<file path="src/rtl/assert_macros.svh">
// ----------------------------------------------------------------------------
// Assertion macros
// Shared concurrent assertion forms, clocked on clk_i and disabled in reset.
// ----------------------------------------------------------------------------
`ifndef ASSERT_MACROS_SVH
`define ASSERT_MACROS_SVH

// The consequent must hold in the same cycle as the antecedent.
`define MRC_ASSERT_SAME(lbl, ante, cons, msg) \
  lbl: assert property (@(posedge clk_i) disable iff (!rst_ni) (ante) |-> (cons)) \
    else $error(msg);

// The consequent must hold in the cycle after the antecedent.
`define MRC_ASSERT_NEXT(lbl, ante, cons, msg) \
  lbl: assert property (@(posedge clk_i) disable iff (!rst_ni) (ante) |=> (cons)) \
    else $error(msg);

`endif

</file>
<file path="src/rtl/mrc_pkg.sv">
// ----------------------------------------------------------------------------
// mrc_pkg
// Types, constants and the CRC-16 byte update of the Modbus RTU reply checker.
// ----------------------------------------------------------------------------
`default_nettype none

package mrc_pkg;

  localparam int unsigned READ_REGS_DEF = 10;

  localparam logic [15:0] CRC_INIT       = 16'hFFFF;
  localparam logic [15:0] CRC_POLY       = 16'hA001;
  localparam logic [7:0]  FN_WRITE_MULTI = 8'h10;
  localparam logic [7:0]  FN_READ_HOLD   = 8'h03;
  localparam logic [8:0]  POS_MAX        = 9'd511;

  // Word counts of a read reply are derived from an 8-bit word index.
  localparam int unsigned FILL_W     = 8;
  localparam int unsigned CFG_IDX_W  = 1;
  localparam int unsigned CFG_DATA_W = 16;

  typedef enum logic [CFG_IDX_W-1:0] {
    CFG_SLAVE_ID = 1'b0,
    CFG_WR_ADDR  = 1'b1
  } cfg_idx_e;

  typedef enum logic [2:0] {
    ST_WR_OK       = 3'd0,
    ST_WR_CRC_ERR  = 3'd1,
    ST_WR_ADDR_ERR = 3'd2,
    ST_WR_ID_ERR   = 3'd3,
    ST_RD_SAME     = 3'd4,
    ST_RD_CHANGED  = 3'd5,
    ST_RD_CRC_ERR  = 3'd6,
    ST_OTHER_FN    = 3'd7
  } status_e;

  typedef enum logic [1:0] {
    BK_IDLE,
    BK_SCAN,
    BK_FINISH
  } back_state_e;

  // One finished frame handed from the front to the back.
  typedef struct packed {
    status_e             status;
    logic                scan;
    logic                bank;
    logic [FILL_W-1:0]   fill;
  } job_t;

  typedef struct packed {
    logic       cur_bank;
    logic [1:0] busy;
  } front_stat_t;

  typedef struct packed {
    logic valid;
    logic bank;
  } bank_rel_t;

  function automatic logic [15:0] crc16_byte(logic [15:0] crc, logic [7:0] b);
    logic [15:0] c;
    c = crc ^ {8'h00, b};
    for (int k = 0; k < 8; k++) begin
      if (c[0]) begin
        c = (c >> 1) ^ CRC_POLY;
      end else begin
        c = c >> 1;
      end
    end
    return c;
  endfunction

endpackage

`default_nettype wire

</file>
<file path="src/rtl/mrc_ram.sv">
// ----------------------------------------------------------------------------
// mrc_ram
// Generic one-write, one-read RAM with registered read data.
// ----------------------------------------------------------------------------
`default_nettype none

module mrc_ram #(
  parameter int unsigned WIDTH  = 16,
  parameter int unsigned DEPTH  = 16,
  parameter int unsigned ADDR_W = (DEPTH > 1) ? $clog2(DEPTH) : 1
) (
  input  wire logic              clk_i,
  input  wire logic              we_i,
  input  wire logic [ADDR_W-1:0] waddr_i,
  input  wire logic [WIDTH-1:0]  wdata_i,
  input  wire logic [ADDR_W-1:0] raddr_i,
  output logic      [WIDTH-1:0]  rdata_o
);

  logic [WIDTH-1:0] mem_q [DEPTH];
  logic [WIDTH-1:0] rdata_q;

  always_ff @(posedge clk_i) begin
    if (we_i) begin
      mem_q[waddr_i] <= wdata_i;
    end
    rdata_q <= mem_q[raddr_i];
  end

  assign rdata_o = rdata_q;

endmodule

`default_nettype wire

</file>
<file path="src/rtl/mrc_queue.sv">
// ----------------------------------------------------------------------------
// mrc_queue
// Two-entry job queue between the byte front end and the check back end.
// ----------------------------------------------------------------------------
`default_nettype none

module mrc_queue
  import mrc_pkg::*;
(
  input  wire logic clk_i,
  input  wire logic rst_ni,
  input  wire logic push_i,
  input  wire job_t data_i,
  input  wire logic pop_i,
  output job_t      head_o,
  output logic      full_o,
  output logic      empty_o
);

  job_t       entry_q [2];
  logic       wptr_q, wptr_d;
  logic       rptr_q, rptr_d;
  logic [1:0] cnt_q, cnt_d;

  always_comb begin
    wptr_d = push_i ? ~wptr_q : wptr_q;
    rptr_d = pop_i ? ~rptr_q : rptr_q;
    cnt_d  = cnt_q + {1'b0, push_i} - {1'b0, pop_i};
  end

  always_ff @(posedge clk_i or negedge rst_ni) begin
    if (!rst_ni) begin
      wptr_q <= 1'b0;
      rptr_q <= 1'b0;
      cnt_q  <= 2'd0;
    end else begin
      wptr_q <= wptr_d;
      rptr_q <= rptr_d;
      cnt_q  <= cnt_d;
    end
  end

  always_ff @(posedge clk_i) begin
    if (push_i) begin
      entry_q[wptr_q] <= data_i;
    end
  end

  assign head_o  = entry_q[rptr_q];
  assign full_o  = cnt_q[1];
  assign empty_o = (cnt_q == 2'd0);

endmodule

`default_nettype wire

</file>
<file path="src/rtl/mrc_front.sv">
// ----------------------------------------------------------------------------
// mrc_front
// Byte front end: CRC, header capture, register word capture, frame status.
// ----------------------------------------------------------------------------
`default_nettype none

module mrc_front
  import mrc_pkg::*;
#(
  parameter int unsigned READ_REGS = READ_REGS_DEF,
  parameter int unsigned IDX_W     = (READ_REGS > 1) ? $clog2(READ_REGS) : 1
) (
  input  wire logic             clk_i,
  input  wire logic             rst_ni,
  input  wire logic [7:0]       slave_id_i,
  input  wire logic [15:0]      wr_addr_i,
  input  wire logic             in_valid_i,
  output logic                  in_ready_o,
  input  wire logic [7:0]       rx_byte_i,
  input  wire logic             frame_end_i,
  input  wire logic             q_full_i,
  output logic                  push_o,
  output job_t                  job_o,
  output logic                  ram_we_o,
  output logic [IDX_W:0]        ram_waddr_o,
  output logic [15:0]           ram_wdata_o,
  input  wire bank_rel_t        rel_i,
  output front_stat_t           stat_o
);

  logic [8:0]        pos_q, pos_d;
  logic [3:0][7:0]   hdr_q, hdr_d;
  logic [15:0]       crc_q, crc_d;
  logic [15:0]       crc_end_q, crc_end_d;
  logic [15:0]       rcrc_q, rcrc_d;
  logic [7:0]        hi_q;
  logic [FILL_W-1:0] fill_q, fill_d;
  logic              cur_bank_q;
  logic [1:0]        busy_q, busy_d;

  logic              accept;
  logic [7:0]        fn, bc;
  logic [9:0]        pos10, end_pos;
  logic              is_wr, is_rd;
  logic [8:0]        off;
  logic [7:0]        idx;
  logic              data_wr;
  logic [8:0]        count;
  status_e           status;
  logic              scan;

  assign in_ready_o = !q_full_i && !busy_q[cur_bank_q];
  assign accept     = in_valid_i && in_ready_o;

  always_comb begin
    for (int k = 0; k < 4; k++) begin
      hdr_d[k] = (pos_q == 9'(k)) ? rx_byte_i : hdr_q[k];
    end
    fn    = hdr_d[1];
    bc    = hdr_d[2];
    pos10 = {1'b0, pos_q};

    is_wr   = (pos_q >= 9'd2) && (fn == FN_WRITE_MULTI);
    is_rd   = !is_wr && (pos_q >= 9'd3) && (fn == FN_READ_HOLD);
    end_pos = is_wr ? 10'd6 : (10'd3 + {2'b00, bc});

    crc_end_d = crc_end_q;
    rcrc_d    = rcrc_q;
    if ((is_wr || is_rd) && (pos10 == end_pos)) begin
      crc_end_d = crc_q;
      rcrc_d    = {rcrc_q[15:8], rx_byte_i};
    end else if ((is_wr || is_rd) && (pos10 == end_pos + 10'd1)) begin
      rcrc_d = {rx_byte_i, rcrc_q[7:0]};
    end

    off     = pos_q - 9'd3;
    idx     = off[8:1];
    data_wr = (fn == FN_READ_HOLD) && (pos_q >= 9'd3) && (pos10 < 10'd3 + {2'b00, bc})
              && (idx < 8'(READ_REGS));
    ram_we_o    = accept && data_wr;
    ram_waddr_o = {cur_bank_q, idx[IDX_W-1:0]};
    ram_wdata_o = off[0] ? {hi_q, rx_byte_i} : {rx_byte_i, 8'h00};
    fill_d      = (data_wr && !off[0]) ? (idx + 8'd1) : fill_q;

    crc_d = crc16_byte(crc_q, rx_byte_i);
    pos_d = (pos_q < POS_MAX) ? (pos_q + 9'd1) : pos_q;
    count = pos_d;

    // A read reply only goes to the register scan when its CRC is good.
    scan = 1'b0;
    if (fn == FN_WRITE_MULTI) begin
      if (hdr_d[0] != slave_id_i) begin
        status = ST_WR_ID_ERR;
      end else if ((hdr_d[2] != wr_addr_i[15:8]) || (hdr_d[3] != wr_addr_i[7:0])) begin
        status = ST_WR_ADDR_ERR;
      end else if ((count < 9'd8) || (rcrc_d != crc_end_d)) begin
        status = ST_WR_CRC_ERR;
      end else begin
        status = ST_WR_OK;
      end
    end else if (fn == FN_READ_HOLD) begin
      if (({1'b0, count} < (10'd5 + {2'b00, bc})) || (rcrc_d != crc_end_d)) begin
        status = ST_RD_CRC_ERR;
      end else begin
        status = ST_RD_SAME;
        scan   = 1'b1;
      end
    end else begin
      status = ST_OTHER_FN;
    end

    push_o       = accept && frame_end_i;
    job_o.status = status;
    job_o.scan   = scan;
    job_o.bank   = cur_bank_q;
    job_o.fill   = fill_d;

    busy_d = busy_q;
    if (rel_i.valid) begin
      busy_d[rel_i.bank] = 1'b0;
    end
    if (push_o && scan) begin
      busy_d[cur_bank_q] = 1'b1;
    end
  end

  always_ff @(posedge clk_i or negedge rst_ni) begin
    if (!rst_ni) begin
      pos_q      <= '0;
      hdr_q      <= '0;
      crc_q      <= CRC_INIT;
      crc_end_q  <= CRC_INIT;
      rcrc_q     <= '0;
      fill_q     <= '0;
      cur_bank_q <= 1'b0;
      busy_q     <= '0;
    end else begin
      busy_q <= busy_d;
      if (accept) begin
        if (frame_end_i) begin
          pos_q     <= '0;
          hdr_q     <= '0;
          crc_q     <= CRC_INIT;
          crc_end_q <= CRC_INIT;
          rcrc_q    <= '0;
          fill_q    <= '0;
          if (scan) begin
            cur_bank_q <= ~cur_bank_q;
          end
        end else begin
          pos_q     <= pos_d;
          hdr_q     <= hdr_d;
          crc_q     <= crc_d;
          crc_end_q <= crc_end_d;
          rcrc_q    <= rcrc_d;
          fill_q    <= fill_d;
        end
      end
    end
  end

  always_ff @(posedge clk_i) begin
    if (accept && data_wr && !off[0]) begin
      hi_q <= rx_byte_i;
    end
  end

  assign stat_o = '{cur_bank: cur_bank_q, busy: busy_q};

endmodule

`default_nettype wire

</file>
<file path="src/rtl/mrc_back.sv">
// ----------------------------------------------------------------------------
// mrc_back
// Check back end: scans received register words against the stored ones and
// drives the registered status output.
// ----------------------------------------------------------------------------
`default_nettype none

module mrc_back
  import mrc_pkg::*;
#(
  parameter int unsigned READ_REGS = READ_REGS_DEF,
  parameter int unsigned IDX_W     = (READ_REGS > 1) ? $clog2(READ_REGS) : 1,
  parameter int unsigned CNT_W     = $clog2(READ_REGS + 1)
) (
  input  wire logic        clk_i,
  input  wire logic        rst_ni,
  input  wire job_t        job_i,
  input  wire logic        empty_i,
  output logic             pop_o,
  output bank_rel_t        rel_o,
  output logic [IDX_W:0]   inc_raddr_o,
  input  wire logic [15:0] inc_rdata_i,
  output logic             out_valid_o,
  input  wire logic        out_ready_i,
  output logic [2:0]       status_o
);

  back_state_e state_q, state_d;
  logic [CNT_W-1:0] scan_idx_q, scan_idx_d;
  logic             s1_valid_q;
  logic [IDX_W-1:0] s1_idx_q;
  logic             changed_q, changed_d;
  logic             prev_init_q;
  logic             out_valid_q;
  status_e          out_status_q, out_status_d;
  logic             load_out;
  logic             out_free;
  logic             issue;
  logic [15:0]      prev_rdata, inc_eff, prev_eff;

  assign out_free = !out_valid_q || out_ready_i;

  // Stored words start at zero until the first full scan has written them all.
  assign inc_eff  = ({{(FILL_W-IDX_W){1'b0}}, s1_idx_q} < job_i.fill) ? inc_rdata_i : 16'h0000;
  assign prev_eff = prev_init_q ? prev_rdata : 16'h0000;

  mrc_ram #(
    .WIDTH (16),
    .DEPTH (READ_REGS),
    .ADDR_W(IDX_W)
  ) u_prev_ram (
    .clk_i  (clk_i),
    .we_i   (s1_valid_q),
    .waddr_i(s1_idx_q),
    .wdata_i(inc_eff),
    .raddr_i(scan_idx_q[IDX_W-1:0]),
    .rdata_o(prev_rdata)
  );

  assign inc_raddr_o = {job_i.bank, scan_idx_q[IDX_W-1:0]};

  always_comb begin
    state_d      = state_q;
    scan_idx_d   = scan_idx_q;
    changed_d    = changed_q | (s1_valid_q && (inc_eff != prev_eff));
    issue        = 1'b0;
    pop_o        = 1'b0;
    rel_o.valid  = 1'b0;
    rel_o.bank   = job_i.bank;
    load_out     = 1'b0;
    out_status_d = job_i.status;
    case (state_q)
      BK_IDLE: begin
        if (!empty_i) begin
          if (job_i.scan) begin
            state_d    = BK_SCAN;
            scan_idx_d = '0;
            changed_d  = 1'b0;
          end else if (out_free) begin
            pop_o    = 1'b1;
            load_out = 1'b1;
          end
        end
      end
      BK_SCAN: begin
        issue = (scan_idx_q < CNT_W'(READ_REGS));
        if (issue) begin
          scan_idx_d = scan_idx_q + CNT_W'(1);
        end
        if (s1_valid_q && (s1_idx_q == IDX_W'(READ_REGS - 1))) begin
          state_d = BK_FINISH;
        end
      end
      BK_FINISH: begin
        if (out_free) begin
          pop_o        = 1'b1;
          rel_o.valid  = 1'b1;
          load_out     = 1'b1;
          out_status_d = changed_q ? ST_RD_CHANGED : ST_RD_SAME;
          state_d      = BK_IDLE;
        end
      end
      default: begin
        state_d = BK_IDLE;
      end
    endcase
  end

  always_ff @(posedge clk_i or negedge rst_ni) begin
    if (!rst_ni) begin
      state_q     <= BK_IDLE;
      scan_idx_q  <= '0;
      s1_valid_q  <= 1'b0;
      changed_q   <= 1'b0;
      prev_init_q <= 1'b0;
      out_valid_q <= 1'b0;
    end else begin
      state_q    <= state_d;
      scan_idx_q <= scan_idx_d;
      s1_valid_q <= issue;
      changed_q  <= changed_d;
      if (rel_o.valid) begin
        prev_init_q <= 1'b1;
      end
      if (load_out) begin
        out_valid_q <= 1'b1;
      end else if (out_ready_i) begin
        out_valid_q <= 1'b0;
      end
    end
  end

  always_ff @(posedge clk_i) begin
    s1_idx_q <= scan_idx_q[IDX_W-1:0];
    if (load_out) begin
      out_status_q <= out_status_d;
    end
  end

  assign out_valid_o = out_valid_q;
  assign status_o    = out_status_q;

endmodule

`default_nettype wire

</file>
<file path="src/rtl/modbus_rtu_response_checker_unit.sv">
// ----------------------------------------------------------------------------
// modbus_rtu_response_checker_unit
// Checks Modbus RTU replies (write-multiple and read-holding) byte by byte.
// ----------------------------------------------------------------------------
// Input channel: one received byte per beat (rx_byte_i) with frame_end_i set on
// the last byte of a frame. Output channel: one status beat per frame.
// Configuration: cfg_we_i writes slave ID (index 0) or write start address
// (index 1); write only while no frame is in flight.
// The front end takes one byte per cycle while in_ready_o is high and computes
// the CRC and captures in that cycle. At the frame end it queues a job (two-entry
// queue). A write reply or failed read reply passes from the queue to the registered
// output once the back is idle and the output is free. A good read reply is first
// scanned one register word per cycle against the stored words, then reported.
// Received words sit in a two-bank RAM: the front fills one bank while the back
// scans the other, and the front stalls only when both banks or both queue
// entries are taken. The output status is registered; when the receiver
// stalls the back holds its result and the queue fills before input stalls.
// Reset returns all frame state, configuration and stored words to their
// defaults; no clearing pass is needed.
// ----------------------------------------------------------------------------
`default_nettype none

`include "assert_macros.svh"

module modbus_rtu_response_checker_unit
  import mrc_pkg::*;
#(
  parameter int unsigned READ_REGS = READ_REGS_DEF
) (
  input  wire logic                  clk_i,
  input  wire logic                  rst_ni,
  input  wire logic                  cfg_we_i,
  input  wire logic [CFG_IDX_W-1:0]  cfg_idx_i,
  input  wire logic [CFG_DATA_W-1:0] cfg_wdata_i,
  input  wire logic                  in_valid_i,
  output logic                       in_ready_o,
  input  wire logic [7:0]            rx_byte_i,
  input  wire logic                  frame_end_i,
  output logic                       out_valid_o,
  input  wire logic                  out_ready_i,
  output logic [2:0]                 status_o
);

  localparam int unsigned IDX_W = (READ_REGS > 1) ? $clog2(READ_REGS) : 1;
  localparam int unsigned CNT_W = $clog2(READ_REGS + 1);

  logic [7:0]  slave_id_q;
  logic [15:0] wr_addr_q;

  logic        q_push, q_pop, q_full, q_empty;
  job_t        job_in, job_head;
  logic        ram_we;
  logic [IDX_W:0] ram_waddr, ram_raddr;
  logic [15:0] ram_wdata, ram_rdata;
  bank_rel_t   bank_rel;
  front_stat_t f_stat;

  always_ff @(posedge clk_i or negedge rst_ni) begin
    if (!rst_ni) begin
      slave_id_q <= 8'd17;
      wr_addr_q  <= 16'd1;
    end else if (cfg_we_i) begin
      case (cfg_idx_e'(cfg_idx_i))
        CFG_SLAVE_ID: slave_id_q <= cfg_wdata_i[7:0];
        CFG_WR_ADDR:  wr_addr_q  <= cfg_wdata_i[15:0];
        default: begin
        end
      endcase
    end
  end

  mrc_front #(
    .READ_REGS(READ_REGS),
    .IDX_W    (IDX_W)
  ) u_front (
    .clk_i      (clk_i),
    .rst_ni     (rst_ni),
    .slave_id_i (slave_id_q),
    .wr_addr_i  (wr_addr_q),
    .in_valid_i (in_valid_i),
    .in_ready_o (in_ready_o),
    .rx_byte_i  (rx_byte_i),
    .frame_end_i(frame_end_i),
    .q_full_i   (q_full),
    .push_o     (q_push),
    .job_o      (job_in),
    .ram_we_o   (ram_we),
    .ram_waddr_o(ram_waddr),
    .ram_wdata_o(ram_wdata),
    .rel_i      (bank_rel),
    .stat_o     (f_stat)
  );

  mrc_queue u_queue (
    .clk_i  (clk_i),
    .rst_ni (rst_ni),
    .push_i (q_push),
    .data_i (job_in),
    .pop_i  (q_pop),
    .head_o (job_head),
    .full_o (q_full),
    .empty_o(q_empty)
  );

  mrc_ram #(
    .WIDTH (16),
    .DEPTH (2 << IDX_W),
    .ADDR_W(IDX_W + 1)
  ) u_inc_ram (
    .clk_i  (clk_i),
    .we_i   (ram_we),
    .waddr_i(ram_waddr),
    .wdata_i(ram_wdata),
    .raddr_i(ram_raddr),
    .rdata_o(ram_rdata)
  );

  mrc_back #(
    .READ_REGS(READ_REGS),
    .IDX_W    (IDX_W),
    .CNT_W    (CNT_W)
  ) u_back (
    .clk_i      (clk_i),
    .rst_ni     (rst_ni),
    .job_i      (job_head),
    .empty_i    (q_empty),
    .pop_o      (q_pop),
    .rel_o      (bank_rel),
    .inc_raddr_o(ram_raddr),
    .inc_rdata_i(ram_rdata),
    .out_valid_o(out_valid_o),
    .out_ready_i(out_ready_i),
    .status_o   (status_o)
  );

  `MRC_ASSERT_SAME(a_queue_no_overflow, q_push, !q_full, "job queue overflow")
  `MRC_ASSERT_SAME(a_release_busy_bank, bank_rel.valid, f_stat.busy[bank_rel.bank], "release of idle bank")
  `MRC_ASSERT_SAME(a_fill_free_bank, ram_we, !f_stat.busy[f_stat.cur_bank], "write into busy bank")
  `MRC_ASSERT_NEXT(a_pop_gives_status, q_pop, out_valid_o, "popped job gave no status")

endmodule

`default_nettype wire

</file>
<file path="config.mk">
export PLATFORM = sky130hd
export DESIGN_NAME = modbus_rtu_response_checker_unit
export DESIGN_NICKNAME = d
export VERILOG_FILES = /design/src/rtl/mrc_pkg.sv /design/src/rtl/mrc_ram.sv /design/src/rtl/mrc_queue.sv /design/src/rtl/mrc_front.sv /design/src/rtl/mrc_back.sv /design/src/rtl/modbus_rtu_response_checker_unit.sv
export VERILOG_INCLUDE_DIRS = /design/src /design/src/rtl
export SDC_FILE = /design/constraint.sdc
export NUM_CORES = 1
export LEC_CHECK = 0
export ABC_AREA = 1
export ABC_CLOCK_PERIOD_IN_PS = 6250
export BUFFER_PORTS_ARGS = -buffer_cell sky130_fd_sc_hd__buf_2
export CAP_MARGIN = 20
export CORE_ASPECT_RATIO = 0.75
export CORE_MARGIN = 8
export CORE_UTILIZATION = 40
export CTS_CLUSTER_SIZE = 30
export DETAILED_ROUTE_END_ITERATION = 10
export PLACE_DENSITY = 0.57
export SETUP_SLACK_MARGIN = 0.3
export SYNTH_ARGS = -nofsm -noshare
export SYNTH_HDL_FRONTEND = slang
export SYNTH_SLANG_ARGS = --single-unit
</file>
<file path="constraint.sdc">
create_clock -name clk_i -period 6.25 [get_ports clk_i]
set_clock_uncertainty 0.05 [all_clocks]
set_input_delay 1.25 -clock clk_i [delete_from_list [all_inputs] [get_ports clk_i]]
set_output_delay 1.25 -clock clk_i [all_outputs]
set_load 0.02 [all_outputs]
</file>
==> impl_metrics.csv <==
group,metric,value,unit
run_status,status,"finished, final reports clean",
setup_path,crit_buf_inv,2,
placement,hpwlAfterDp,60.1,mm
timing,hold_viol,0,
cells_and_area,final_area,0.0435,mm^2
detailed_routing,met1Wirelength,47.8,mm
yosys,synth.cell_area,0.0380,mm^2
cells_and_area,multi_input_area,0.0116,mm^2
cts,h-tree-depth,3,
global_routing,grt_util_all_layers,18.9,%
timing,max_freq,185,MHz
detailed_routing,dr_wl_met3,8.63,mm
timing,rsz0062_at_grt,"false",
detailed_routing,highest_layer,"met4",
global_routing,grt_pass1_vias,24600,
cells_and_area,seqCellArea,0.0255,mm^2
setup_path,crit_chain,"ha_1 -> nand2_2 -> nor2_8 -> nand2_4 -> nand2_1 -> nand2_4 -> ha_1 -> nor2_2 -> nand3_1 -> nor3_1 -> inv_1 -> ha_1 -> a2111oi_0 -> nand3_1 -> nor3_1 -> nand2_1 -> nor2_1 -> nand2_1 -> nor2_2 -> buf_4",
timing,setup-tns-final,0,ns
setup_path,cp_top_family,"simple AND/OR/NAND/NOR gates",
placement,placed_cell_area,0.0403,mm^2
floorplan,fp.dieArea,0.105,mm^2
floorplan,core,0.0948,mm^2
global_routing,grt_pass1_wl,154,mm
timing,slew_headroom,18.8,%
yosys,ys_ff_latch,883,
min_path,hp-class,"register to register",
yosys,synth_area_leader_cell,"edfxtp_1",
cts,clock_sinks,883,
yosys,synthArstFlopShare,15.6,%
job,max_cap_viol_count,0,
timing,period_needed,5.42,ns
setup_path,regToRegSetupSlack,0.83,ns
yosys,ys_seq_area_share,67.1,%
floorplan,initial_utilization,40.1,%
setup_path,start_kind,"register",
yosys,yosysUniqueCellTypes,55,
global_routing,grt-ovfl-total,0,
floorplan,die_y,283,um
detailed_routing,via_count,25800,
yosys,synth_edf_count,709,
setup_path,worst_setup_path_end_kind,"register",
cells_and_area,final_common_cell,"edfxtp_1",
detailed_routing,dr_wl_met2,43.0,mm
floorplan,io_pins,36,
global_routing,grt_max_degree,155,
cells_and_area,syn_to_final_growth,14.4,%
power,power.switching,0.00799,W
floorplan,rows,98,
detailed_routing,route.detailed.drc,0,
setup_path,worstPathRequired,6.56,ns
cells_and_area,most-common-layout-cells,"edfxtp_1 (709), nand2_1 (520), o21ai_0 (425), nor2_1 (378), inv_1 (214)",
setup_path,slowest_stage,"a2111oi_0",
power,combPwrFrac,35.0,%
power,clockPowerShare,27.1,%
yosys,synth_cells,3386,
setup_path,arrival,5.72,ns
yosys,synth.area.top_cells,"edfxtp_1 (56%), dfrtp_1 (6.8%), o21ai_0 (5.7%)",
power,vdd_drop_max,0.304,mV
detailed_routing,firstDrtPassIters,5,
cells_and_area,fillers,8624,
timing,min_period_over_period,86.7,%
power,p_leak,16.4,nW
cts,cts_tree,"yes",
cts,cts_inserted_buffers,89,
cts,post_cts_buffers,0,
setup_path,crit_path_max_incr_delay,0.59,ns
timing,setup_viol,0,
placement,gp_congestion,0.855,
power,pwr-share-seq,37.9,%
cells_and_area,diodes,0,
detailed_routing,ant_nets,0,
cts,clk_path_buf_depth,3,
detailed_routing,post_drt_wl_per_cell,20.9,um
setup_path,crit_path_max_fanout,16,
cells_and_area,drive_above_1_share,12.3,%
power,p_sw_share,38.2,%
placement,portBuffers,35,
cts,hold_buffers,0,
yosys,postSynthAreaPerCell,11.2,um^2
detailed_routing,vias_per_cell,5.32,
yosys,yosysWarnings,0,
timing,slew_viol_final,0,
yosys,ys.flop_type,"edfxtp_1",
cts,path_clk_slew,0.06,ns
cts,clk_latency,0.66,ns
floorplan,die_x,372,um
power,power.internal,0.0129,W
power,power_density,481,mW/mm^2
detailed_routing,wl,102,mm
setup_path,critPathKind,"register to register",
cts,cts-root-buf,"clkbuf_16",
cts,post_cts_resized,0,
detailed_routing,initialDrtViolationCount,2723,
global_routing,antenna_found_initial,1,
timing,worst_pin_slew,1.21,ns
cells_and_area,nets,3600,
yosys,yosysTopAreaCellShare,56.0,%
## sequential cells by signal (all words and copies together), names as in the netlist, 2 cells and up
name                       cells
u_back.scan_idx_q              4
u_queue.cnt_q                  2
u_front.busy_q                 2
u_inc_ram.mem_q              512
u_front.hdr_q                 32
u_queue.entry_q               26
u_front.fill_q                 8
wr_addr_q                     16
u_front.crc_end_q             16
u_back.u_prev_ram.rdata_o     16
u_back.state_q                 2
u_back.u_prev_ram.mem_q      160
u_inc_ram.rdata_o             16
u_back.status_o                3
u_front.rcrc_q                16
u_back.s1_idx_q                4
u_front.pos_q                  9
u_front.crc_q                 16
u_front.hi_q                   8
slave_id_q                     8
## worst min-delay path, delay by kind of cell, from the launching register on
family / cells / cell delay (ns)
and+or+nand+nor: 1 / 0.05
AOI/OAI and AO/OA: 1 / 0.06
DFF: 1 / 0.34
## kinds of logic after synthesis
group | Yosys count | synth area share, %
muxes | 12 | 0.342
and+or+nand+nor | 1199 | 13.6
DFF | 883 | 67.1
xor gates and xnor gates | 85 | 2.06
other | 1 | 0.00986
AOI/OAI and AO/OA | 758 | 11.5
buffers and inverters | 415 | 4.40
adders and majority gates | 33 | 1.09
## synth_stat cells, types with 8 or more instances
| cell type | count |
|---|---|
| dfstp_2 | 35 |
| a221oi_1 | 16 |
| buf_6 | 11 |
| nand2_2 | 20 |
| o211ai_1 | 14 |
| o22ai_1 | 154 |
| clkbuf_1 | 155 |
| edfxtp_1 | 709 |
| nand3_2 | 8 |
| o21ai_0 | 434 |
| buf_1 | 11 |
| xor2_1 | 49 |
| ha_1 | 33 |
| o221ai_1 | 50 |
| nor3_1 | 13 |
| nor2_1 | 416 |
| nand3_1 | 137 |
| nand4_1 | 37 |
| dfrtp_1 | 103 |
| xnor2_1 | 34 |
| nand2_1 | 520 |
| o21ai_1 | 8 |
| mux2_2 | 8 |
| dfxtp_1 | 36 |
| nor2_2 | 11 |
| inv_2 | 13 |
| a22oi_1 | 8 |
| nand2_4 | 9 |
| a21oi_1 | 53 |
| inv_1 | 218 |
## power groups by stage
| stage | Sequential (W) | Clock, W | Combinational [W] |
|---|---|---|---|
| 2_1_floorplan | 0.00790 | 0 | 0.00491 |
| 3_3_place_gp | 0.00804 | 0 | 0.00725 |
| 3_5_place_dp | 0.00804 | 0 | 0.00729 |
| 4_1_cts | 0.00793 | 0.00578 | 0.00731 |
| 5_1_grt | 0.00799 | 0.00602 | 0.00811 |
| 6_report | 0.00792 | 0.00567 | 0.00733 |
## metrics by stage
| stage | instances | setup slack, ns | total power (W) | hold WS [ns] | util, % |
|---|---|---|---|---|---|
| final | 4859 | 0.832 | 0.0209 | 0.430 | 45.9 |
| after global routing | 4859 | 0.576 | 0.0221 | 0.452 | 45.9 |
| after CTS | 4857 | 0.988 | 0.0210 | 0.434 | 45.9 |
| after detailed placement | 4693 | 0.841 | 0.0153 | 0.418 | 42.6 |
| after global placement | 4693 | 0.894 | 0.0153 | 0.411 | 42.6 |
| after floorplan | 3513 | 1.07 | 0.0128 | 0.295 | - |
## path summary, 6_finish.rpt
path,startpoint,to,cells past startpoint
setup / recovery,u_front.pos_q[1]$_DFFE_PN0P_,u_inc_ram.mem_q[27][15]$_DFFE_PP_,20
hold / removal,u_front.hdr_q[24]$_DFFE_PN0P_,u_front.hdr_q[24]$_DFFE_PN0P_,2
setup reg to reg,u_front.pos_q[1]$_DFFE_PN0P_,u_inc_ram.mem_q[27][15]$_DFFE_PP_,20
hold reg to reg,u_front.hdr_q[24]$_DFFE_PN0P_,u_front.hdr_q[24]$_DFFE_PN0P_,2
max in group asynchronous,rst_ni,u_front.pos_q[4]$_DFFE_PN0P_,2
min in group asynchronous,rst_ni,u_front.fill_q[6]$_DFFE_PN0P_,1
## per-layer routing
layer  vias up  global-route usage, %
li1      12200                      -
met1     12600                   28.7
met2       920                   27.2
met3       136                   4.39
met4         0                   4.62
met5         -                      0
## layout make-up
class | instances | area share (%)
flip-flops and latches | 883 | 58.6
multi-input cells | 2215 | 26.5
clock buffers | 111 | 5.76
well taps | 1250 | 3.59
inverters | 233 | 2.04
repair buffers | 114 | 1.96
clock inverters | 53 | 1.49
Power figures use the tool's default switching activity.
